`config.mk`:
```
export PLATFORM = sky130hd
export DESIGN_NAME = http_request_header_tokenizer_top
export DESIGN_NICKNAME = d
export VERILOG_FILES = /design/src/sv/hrht_pkg.sv /design/src/sv/hrht_core.sv /design/src/sv/http_request_header_tokenizer_top.sv
export SDC_FILE = /design/constraint.sdc
export NUM_CORES = 1
export LEC_CHECK = 0
export ABC_CLOCK_PERIOD_IN_PS = 3050
export BUFFER_PORTS_ARGS = -buffer_cell sky130_fd_sc_hd__buf_4
export CAP_MARGIN = 20
export CORE_AREA = 2 2 120 98
export CTS_BUF_LIST = sky130_fd_sc_hd__clkbuf_16
export DETAILED_ROUTE_END_ITERATION = 10
export DIE_AREA = 0 0 122 100
export HOLD_SLACK_MARGIN = 0.06
export PLACE_DENSITY_LB_ADDON = 0.1
export SLEW_MARGIN = 20
export SYNTH_ARGS = -nofsm -noshare
export SYNTH_HDL_FRONTEND = slang
export SYNTH_SLANG_ARGS = --single-unit
```
`constraint.sdc`:
```
create_clock -name clk -period 3.05 [get_ports clk]
set_clock_uncertainty 0.15 [all_clocks]
set_input_delay 0.61 -clock clk [delete_from_list [all_inputs] [get_ports clk]]
set_output_delay 0.61 -clock clk [all_outputs]
set_load 0.005 [all_outputs]
```
`src/sv/hrht_pkg.sv`:
```
// Shared types and constants for the HTTP request header tokenizer.
package hrht_pkg;

    // Event codes carried with each result transfer.
    typedef enum logic [2:0] {
        EV_NONE     = 3'd0,
        EV_METHOD   = 3'd1,
        EV_URI      = 3'd2,
        EV_VERSION  = 3'd3,
        EV_KEY      = 3'd4,
        EV_VALUE    = 3'd5,
        EV_END      = 3'd6,
        EV_OVERFLOW = 3'd7
    } event_t;

    // One result item as it leaves the parser.
    typedef struct packed {
        event_t      event_res;
        logic [15:0] token_finish;
        logic [15:0] token_begin;
    } result_t;

    // Characters the parser looks for.
    localparam logic [7:0] CH_SPACE = 8'h20;
    localparam logic [7:0] CH_LF    = 8'h0A;
    localparam logic [7:0] CH_CR    = 8'h0D;

    // Register map and reset value of the request size limit.
    localparam int unsigned ADDR_BITS          = 3;
    localparam logic [15:0] MAX_BYTES_RESET    = 16'd4096;
    localparam logic        REG_IDX_MAX_BYTES  = 1'b0;

endpackage

```
`src/sv/hrht_core.sv`:
```
// Parse state registers and per-byte tokenizing logic.
module hrht_core
    import hrht_pkg::*;
#(
    parameter int unsigned OFFSET_BITS = 16
)
(
    input  logic          clk,
    input  logic          rst_n,
    input  logic          advance,
    input  logic [7:0]    data_byte,
    input  logic [15:0]   max_request_bytes,
    output result_t       result
);

    localparam int unsigned CMP_W = (OFFSET_BITS > 16) ? OFFSET_BITS : 16;

    typedef enum logic [3:0] {
        ST_RL_START  = 4'd0,
        ST_METHOD    = 4'd1,
        ST_SP_URI    = 4'd2,
        ST_URI       = 4'd3,
        ST_SP_VER    = 4'd4,
        ST_VER       = 4'd5,
        ST_HDR_START = 4'd6,
        ST_KEY       = 4'd7,
        ST_SP_VALUE  = 4'd8,
        ST_VALUE     = 4'd9
    } state_t;

    state_t                  state_reg,   state_next;
    logic [OFFSET_BITS-1:0]  offset_reg,  offset_next;
    logic [OFFSET_BITS-1:0]  pending_reg, pending_next;
    logic                    err_reg,     err_next;

    logic [OFFSET_BITS-1:0]  ofs_prev;
    logic [OFFSET_BITS-1:0]  ofs_succ;
    logic                    over_limit;
    event_t                  ev;
    logic [OFFSET_BITS-1:0]  tok_b;
    logic [OFFSET_BITS-1:0]  tok_f;
    logic [OFFSET_BITS+15:0] tok_b_ext;
    logic [OFFSET_BITS+15:0] tok_f_ext;

    // Neighbor offsets wrap at the offset width.
    assign ofs_prev   = offset_reg - OFFSET_BITS'(1);
    assign ofs_succ   = offset_reg + OFFSET_BITS'(1);
    assign over_limit = CMP_W'(offset_reg) >= CMP_W'(max_request_bytes);

    // Next state and result for the byte at the input.
    always_comb
    begin
        state_next   = state_reg;
        offset_next  = offset_reg;
        pending_next = pending_reg;
        err_next     = err_reg;
        ev           = EV_NONE;
        tok_b        = '0;
        tok_f        = '0;
        if (err_reg)
        begin
            ev = EV_OVERFLOW;
        end
        else if (over_limit)
        begin
            ev       = EV_OVERFLOW;
            err_next = 1'b1;
        end
        else
        begin
            offset_next = ofs_succ;
            unique case (state_reg)
                ST_METHOD:
                begin
                    if (data_byte == CH_SPACE)
                    begin
                        ev         = EV_METHOD;
                        tok_b      = pending_reg;
                        tok_f      = offset_reg;
                        state_next = ST_SP_URI;
                    end
                end
                ST_SP_URI:
                begin
                    pending_next = offset_reg;
                    state_next   = ST_URI;
                end
                ST_URI:
                begin
                    if (data_byte == CH_SPACE)
                    begin
                        ev         = EV_URI;
                        tok_b      = pending_reg;
                        tok_f      = offset_reg;
                        state_next = ST_SP_VER;
                    end
                end
                ST_SP_VER:
                begin
                    pending_next = offset_reg;
                    state_next   = ST_VER;
                end
                ST_VER:
                begin
                    if (data_byte == CH_LF)
                    begin
                        ev         = EV_VERSION;
                        tok_b      = pending_reg;
                        tok_f      = ofs_prev;
                        state_next = ST_HDR_START;
                    end
                end
                ST_HDR_START:
                begin
                    // A carriage return keeps the line start; a bare line feed ends headers.
                    if (data_byte == CH_LF)
                    begin
                        ev           = EV_END;
                        tok_f        = ofs_succ;
                        state_next   = ST_RL_START;
                        pending_next = '0;
                        offset_next  = '0;
                    end
                    else if (data_byte != CH_CR)
                    begin
                        pending_next = offset_reg;
                        state_next   = ST_KEY;
                    end
                end
                ST_KEY:
                begin
                    if (data_byte == CH_SPACE)
                    begin
                        ev         = EV_KEY;
                        tok_b      = pending_reg;
                        tok_f      = ofs_prev;
                        state_next = ST_SP_VALUE;
                    end
                end
                ST_SP_VALUE:
                begin
                    pending_next = offset_reg;
                    state_next   = ST_VALUE;
                end
                ST_VALUE:
                begin
                    if (data_byte == CH_LF)
                    begin
                        ev         = EV_VALUE;
                        tok_b      = pending_reg;
                        tok_f      = ofs_prev;
                        state_next = ST_HDR_START;
                    end
                end
                default:
                begin
                    // Request line start: any byte opens the method.
                    pending_next = offset_reg;
                    state_next   = ST_METHOD;
                end
            endcase
        end
    end

    // Offsets are reported in their low 16 bits.
    assign tok_b_ext = {16'b0, tok_b};
    assign tok_f_ext = {16'b0, tok_f};

    always_comb
    begin
        result.event_res    = ev;
        result.token_begin  = tok_b_ext[15:0];
        result.token_finish = tok_f_ext[15:0];
    end

    // Parse state advances once per accepted byte.
    always_ff @(posedge clk or negedge rst_n)
    begin
        if (!rst_n)
        begin
            state_reg   <= ST_RL_START;
            offset_reg  <= '0;
            pending_reg <= '0;
            err_reg     <= 1'b0;
        end
        else if (advance)
        begin
            state_reg   <= state_next;
            offset_reg  <= offset_next;
            pending_reg <= pending_next;
            err_reg     <= err_next;
        end
    end

    // The error condition is sticky until reset.
    assert property (@(posedge clk) disable iff (!rst_n) err_reg |=> err_reg)
        else $error("error flag cleared without reset");

    // Once in error, the parse position no longer moves.
    assert property (@(posedge clk) disable iff (!rst_n)
        err_reg |=> ($stable(offset_reg) && $stable(state_reg)))
        else $error("parse state moved while in error");

    // The end of headers restarts the offset for the next request.
    assert property (@(posedge clk) disable iff (!rst_n)
        (advance && (ev == EV_END)) |=> (offset_reg == '0 && state_reg == ST_RL_START))
        else $error("offset not restarted after end of headers");

endmodule

```
`src/sv/http_request_header_tokenizer_top.sv`:
```
// Top level of the HTTP request header tokenizer: stream ports, register port, result register.
//
//  Channel   Direction  Transfer                      Content
//  s_*       in         one request byte              tdata[7:0] data_byte
//  m_*       out        one result per byte           tuser event_res, tdata begin/finish
//  APB       in/out     register write/read           max_request_bytes at address 0
//
//  Every input byte yields one result in the cycle after its transfer; one byte per cycle
//  is sustained while m_tready is high, limited only by the single result register.
//  The input is taken whenever the result register is empty or being drained in the
//  same cycle, so a stall on m_tready holds s_tready low only while a result waits.
//  Reset clears the parse state, the offsets, the error flag and the result valid,
//  and sets max_request_bytes to 4096. No clearing pass is needed.
module http_request_header_tokenizer_top
    import hrht_pkg::*;
#(
    parameter int unsigned OFFSET_BITS = 16
)
(
    input  logic                 clk,
    input  logic                 rst_n,
    // Input stream
    input  logic                 s_tvalid,
    output logic                 s_tready,
    input  logic [7:0]           s_tdata,   // [7:0] data_byte
    // Result stream
    output logic                 m_tvalid,
    input  logic                 m_tready,
    output logic [31:0]          m_tdata,   // [15:0] token_begin, [31:16] token_finish
    output logic [2:0]           m_tuser,   // [2:0] event_res
    // Register port
    input  logic                 psel,
    input  logic                 penable,
    input  logic                 pwrite,
    input  logic [ADDR_BITS-1:0] paddr,
    input  logic [31:0]          pwdata,
    output logic [31:0]          prdata,
    output logic                 pready
);

    logic [15:0] max_bytes_reg;
    logic        out_valid_reg;
    result_t     out_reg;
    result_t     step_res;
    logic        in_xfer;
    logic        cfg_wr;

    assign s_tready = !out_valid_reg || m_tready;
    assign in_xfer  = s_tvalid && s_tready;

    // Register port: always ready, one register at index zero.
    assign pready = 1'b1;
    assign cfg_wr = psel && penable && pwrite && pready;
    assign prdata = (paddr[2] == REG_IDX_MAX_BYTES) ? {16'b0, max_bytes_reg} : 32'b0;

    always_ff @(posedge clk or negedge rst_n)
    begin
        if (!rst_n)
        begin
            max_bytes_reg <= MAX_BYTES_RESET;
        end
        else if (cfg_wr && (paddr[2] == REG_IDX_MAX_BYTES))
        begin
            max_bytes_reg <= pwdata[15:0];
        end
    end

    hrht_core #(
        .OFFSET_BITS (OFFSET_BITS)
    ) u_core (
        .clk               (clk),
        .rst_n             (rst_n),
        .advance           (in_xfer),
        .data_byte         (s_tdata),
        .max_request_bytes (max_bytes_reg),
        .result            (step_res)
    );

    // Result register valid flag.
    always_ff @(posedge clk or negedge rst_n)
    begin
        if (!rst_n)
        begin
            out_valid_reg <= 1'b0;
        end
        else if (s_tready)
        begin
            out_valid_reg <= s_tvalid;
        end
    end

    // Result payload is loaded on every input transfer.
    always_ff @(posedge clk)
    begin
        if (in_xfer)
        begin
            out_reg <= step_res;
        end
    end

    assign m_tvalid = out_valid_reg;
    assign m_tuser  = out_reg.event_res;
    assign m_tdata  = {out_reg.token_finish, out_reg.token_begin};

    // Each accepted byte shows up as a result in the next cycle.
    assert property (@(posedge clk) disable iff (!rst_n) in_xfer |=> m_tvalid)
        else $error("accepted byte produced no result");

    // No-event and overflow results carry zero offsets.
    assert property (@(posedge clk) disable iff (!rst_n)
        (m_tvalid && (out_reg.event_res == EV_NONE || out_reg.event_res == EV_OVERFLOW))
        |-> (m_tdata == 32'b0))
        else $error("offsets set on a result without a token");

    // A stalled result stays valid and unchanged until it is taken.
    assert property (@(posedge clk) disable iff (!rst_n)
        (m_tvalid && !m_tready) |=> (m_tvalid && $stable(m_tdata) && $stable(m_tuser)))
        else $error("result changed while stalled");

endmodule
```
After elaboration in Yosys (flattened, before gate mapping):

Cells that the tools add are included.

* bits in registers: 89
* input port bits: 50
* output and inout port bits: 70
* logic and storage cells: 77

* $add $sub $neg: 2
* $lt $le $gt $ge: 1
* equality and inequality tests: 17
* mux-type cells: 30
* bitwise gates (word level): 4
* reduce and logical (&&, ||, !) cells: 14

Operators with widths (count)
* 16-bit 2-to-1 mux: 11
* 16-bit one-hot mux with 2 select lines: 2
* 16-bit one-hot mux with 4 select lines: 1
* 4-bit one-hot mux with 8 select lines: 1
* 4-bit 2-to-1 mux: 6
* 3-bit one-hot mux with 6 select lines: 1
* 16-bit by 1-bit adder with 16-bit output (second input constant): 1
* 4-bit by 3-bit == test with 1-bit output (second input constant): 4
* 16-bit greater-or-equal comparator: 1
* 16-bit by 1-bit subtractor with 16-bit output (second input constant): 1
* 3-bit 2-to-1 mux: 3
* 4-bit by 2-bit == test with 1-bit output (second input constant): 2
* 4-bit == test (second input constant): 2
* 8-bit by 4-bit == test with 1-bit output (second input constant): 1
* 8-bit by 6-bit == test with 1-bit output (second input constant): 1
* 2-bit by 1-bit inequality test with 1-bit output (second input constant): 4
* 8-bit by 4-bit inequality test with 1-bit output (second input constant): 1
* 8-bit AND reduction: 1
* 2-bit OR reduction: 3
* 5-bit AND reduction: 1
* 5-bit OR reduction: 1
* 4-bit by 1-bit == test with 1-bit output (second input constant): 1
* 1-bit logical AND: 4
* 2-bit 2-to-1 mux: 2
* 7 further kinds: 12

Logic depth before layout (Yosys ltp):

* word-level depth: 4
* mapped depth: 10
* depth with buffers taken out: 8

Modules after synthesis:

From an unflattened synthesis, not the netlist that was laid out.

* cells, all modules: 559
* area, all modules: 5301.3 sq um

By module, submodules not included
* hrht_core: instances 1, cells an instance 450, area an instance 3305.7 sq um, seq. area each 925.9 sq um
* http_request_header_tokenizer_top: instances 1, cells an instance 109, area an instance 1995.7 sq um, seq. area each 1477.7 sq um

Worst setup path after synthesis:

Ideal clock, no wire load.

* kind: input to register
* from: in m_tready
* to: reg u_core.pending_reg[10]
* library setup time: 0.079 ns
* data arrival time: 3.099 ns
* required time: 2.821 ns
* path slack: -0.278 ns
* stages on the path: 7
* buffers on the path: 1
* path through: nand2b_1 and2_1 nor4b_1 nand3_2 nor3_4 buf_4 mux2i_1

* word-level cells in the longest chain between the ends: 3

RTL lines
* from (decl): line http_request_header_tokenizer_top.sv:28 `input logic m_tready,`
* 1-bit logical OR: line http_request_header_tokenizer_top.sv:48 `assign s_tready = !out_valid_reg || m_tready;`
* 1-bit logical AND: line http_request_header_tokenizer_top.sv:49 `assign in_xfer = s_tvalid && s_tready;`
* net in_xfer: line http_request_header_tokenizer_top.sv:45 `logic in_xfer;`
* 5-bit AND reduction (no line)
* to (signal assigned): line hrht_core.sv:190 `pending_reg <= pending_next;`
* to (decl): line hrht_core.sv:33 `logic [OFFSET_BITS-1:0] pending_reg, pending_next;`

The timed path passes the listed nets, and every way through them passes these cells.
A chain may end at the register's enable or synchronous reset.

Worst setup path in the final report:

* from: reg max_bytes_reg[12]
* to: reg out_reg, in the netlist m_tdata[2], data pin

* word-level cells in the longest chain between the ends: 2

RTL lines
* from (decl): line http_request_header_tokenizer_top.sv:41 `logic [15:0] max_bytes_reg;`
* from (signal assigned): line http_request_header_tokenizer_top.sv:64 `max_bytes_reg <= pwdata[15:0];`
* 16-bit greater-or-equal comparator: line hrht_core.sv:48 `assign over_limit = CMP_W'(offset_reg) >= CMP_W'(max_request_bytes);`
* 2-bit OR reduction (no line)
* to (signal assigned): line http_request_header_tokenizer_top.sv:97 `out_reg <= step_res;`
* to (decl): line http_request_header_tokenizer_top.sv:43 `result_t out_reg;`

No other way between the ends.

==> results.ini <==
[status]
status = completed

[routing]
wire_per_inst_um = 15.2
drt_iter0_markers = 226
vias = 4273
ant_nets = 0
viasPerCell = 5.39
drt-pass1-iter-count = 4
wl_mm = 12.0
drcViolationCount = 0

[worst_setup_path]
crit_start = max_bytes_reg[12]
path_max_fanout = 16
critPathKind = register to register
r2r_cells = 9
reg2reg_to = m_tdata[2]
critPathArrivalTime_ns = 2.82
r2r-start = max_bytes_reg[12]
max_stage_delay_ns = 0.53
cp_slowest_cell = dfstp_2
end_kind = register
crit_chain = inv_1 -> ha_1 -> nand4_1 -> or3_1 -> or4_1 -> and3_1 -> a21boi_4 -> buf_12 -> and2_1
r2r_slack_ns = 0.17
worstPathRequired_ns = 2.99
startpoint_type = register

[yosys]
async_flop_share_pct = 60.7
synth-seq-cells = 89
synthFlopType = dfrtp_1
yosysTopAreaCellShare_pct = 25.1
yosysSeqAreaShare_pct = 45.5
syn_inst = 545
ys_types = 69
avgSynthCellArea_um2 = 9.69
yosysWarnings = 0
syn_area_um2 = 5280
synthTopCellsByArea = dfrtp_1 25%, edfxtp_1 20%, ha_1 4.3%
synth_area_leader_cell = dfrtp_1
synth-edff-count = 35

[cts]
cts_setup_buffers = 0
cts_tree = done
clk_pin_slew_ns = 0.06
clk_latency_ns = 0.34
cts_htree_levels = 3
cts-root-buf = clkbuf_16
cts_made_buffers = 9
numClockSinks = 89
clockBufferDepth = 2

[floorplanning]
std_cell_rows = 35
core_area_um2 = 11200
start_util_pct = 47.3
die_x_um = 122
pin_count = 120
design.die.area_um2 = 12200
fp.dieH_um = 100

[cells_and_area]
mostFrequentLayoutCells = 118 x buf_4, 53 x dfrtp_1, 52 x nor2_1
syn_to_final_growth_pct = 23.9
multi_input_area_um2 = 2540
mostFrequentLayoutCell = buf_4
nNetsFinal = 708
drive_gt1_share_pct = 27.3
nFillCells = 946
diodes = 0
ff_latch_area_um2 = 2400
largest_reg_flops = 32

[grt]
track_usage_pct = 20.5
grt_pass1_vias = 3879
grt_max_degree = 55
grt-ovfl-total = 0
grt_pass1_wl_mm = 19.6
grt_antenna_before_repair = 0

[power_and_ir_drop]
clockPowerShare_pct = 29.4
p_int_w = 0.00271
p_sw_share_pct = 32.5
p_seq_share_pct = 38.9
combPwrFrac_pct = 31.7
p_leak_nw = 2.84
power_w = 0.00401
power_switching_w = 0.00130
ir_drop_uv = 335
p_per_area_nw_per_um2 = 613

[timing]
fin_tns_setup_ns = 0
worst_slew_pin_slew_ns = 0.706
rsz0062_at_grt = false
period_share_pct = 94.4
setup_viol = 0
hold_violations = 0
slew_violations = 0
finalCriticalPeriod_ns = 2.88
max-slew-margin-rel_pct = 52.9
max_freq_mhz = 347

[placement]
place.gp.congestion = 0.873
port_buffers = 84
hpwlAfterDp_mm = 8.75

[flow_run]
maxCapViolCount = 0

[hold_path]
hold_class = input port to async pin

[worst max path at each step]
| stage | cells after the start | slack (ns) | to |
|---|---|---|---|
| after detailed placement | 6 | 0.15 | m_tdata[26] |
| after global placement | 9 | 0.16 | u_core.offset_reg[12] |
| after floorplan | 7 | 0.1 | u_core.pending_reg[10] |
| after CTS | 9 | 0.1 | u_core.offset_reg[12] |
| after global routing | 10 | 0.02 | u_core.pending_reg[3] |
| final | 9 | 0.17 | m_tdata[2] |
[area by class of cell]
class,instances,area share [%]
repair buffers,122,14.8
clock inverters,7,1.49
well taps,148,2.83
multi-input cells,383,38.7
clock buffers,9,3.44
inverters,35,2.01
flip-flops and latches,89,36.7
[worst max-delay path, delay by kind of cell, from the launching register on]
| family | cells | cell delay, ns |
|---|---|---|
| AO/OA/AOI/OAI | 1 | 0.17 |
| adder cells (fa/ha/maj) | 1 | 0.28 |
| buffers and inverters | 2 | 0.20 |
| flip-flops | 1 | 0.53 |
| AND/OR/NAND/NOR | 5 | 1.32 |
[synth_stat cells (3+ instances only)]
library cell,count
dfrtp_1,53
nor2_1,52
o21ai_0,39
nand2_1,36
edfxtp_1,35
inv_1,35
clkbuf_1,27
and2_1,19
buf_4,19
mux2_2,19
a21oi_1,18
ha_1,18
nor3_1,16
mux2i_1,14
nand3_1,14
and3_1,10
o31ai_1,8
a221oi_1,6
a211oi_1,5
buf_2,5
nand2b_1,5
or3_1,5
nand4_1,4
nor4_1,4
o22ai_1,4
or4_1,4
xor2_1,4
a21o_1,3
nand3b_1,3
nor2b_1,3
o211ai_1,3
o32a_1,3
[per-stage QoR]
step | setup slack (ns) | util [%] | area (um^2) | instances | hold slack (ns)
floorplan | 0.0986 | - | 5340 | 560 | 0.164
global placement | 0.156 | 55.6 | 6210 | 777 | 0.335
detailed placement | 0.146 | 55.6 | 6210 | 777 | 0.343
CTS | 0.0978 | 58.5 | 6530 | 793 | 0.199
global route | 0.0167 | 58.6 | 6550 | 793 | 0.221
finish | 0.172 | 58.6 | 6550 | 793 | 0.171
[power groups by stage]
| stage | logic (W) | clock network [W] | registers, W |
|---|---|---|---|
| 2_1_floorplan | 0.000890 | 0 | 0.00150 |
| 3_3_place_gp | 0.00123 | 0 | 0.00157 |
| 3_5_place_dp | 0.00126 | 0 | 0.00159 |
| 4_1_cts | 0.00127 | 0.00120 | 0.00156 |
| 5_1_grt | 0.00141 | 0.00125 | 0.00159 |
| 6_report | 0.00127 | 0.00118 | 0.00156 |
[timing repair]
action	4_1_cts	5_1_grt
gates resized for setup	0	3
setup endpoints to repair	0	8
hold buffers	0	0
[routing by layer]
layer  part of all wire (%)  wire length, um  vias up  GRT usage (%)
met5                      0                0        -              0
met4                   0.77               92        0           5.31
met3                    6.3              753        9           4.32
met2                     42             5110      151           28.8
met1                     50             6070     2003           32.1
li1                       -                -     2110              -
[cells by family (layout without fill, tap and decap cells)]
logic type / Yosys count / in the layout / synth area share, %
buf+inv: 88 / 173 / 8.01
flops: 89 / 89 / 45.5
xor+xnor: 6 / 6 / 0.995
fa+ha+maj: 18 / 18 / 4.26
compound gates: 114 / 114 / 14.4
mux: 33 / 33 / 6.70
other cells: 2 / 17 / 0.142
simple gates: 195 / 195 / 20.0
No activity file was read; power rests on OpenSTA's default activity.
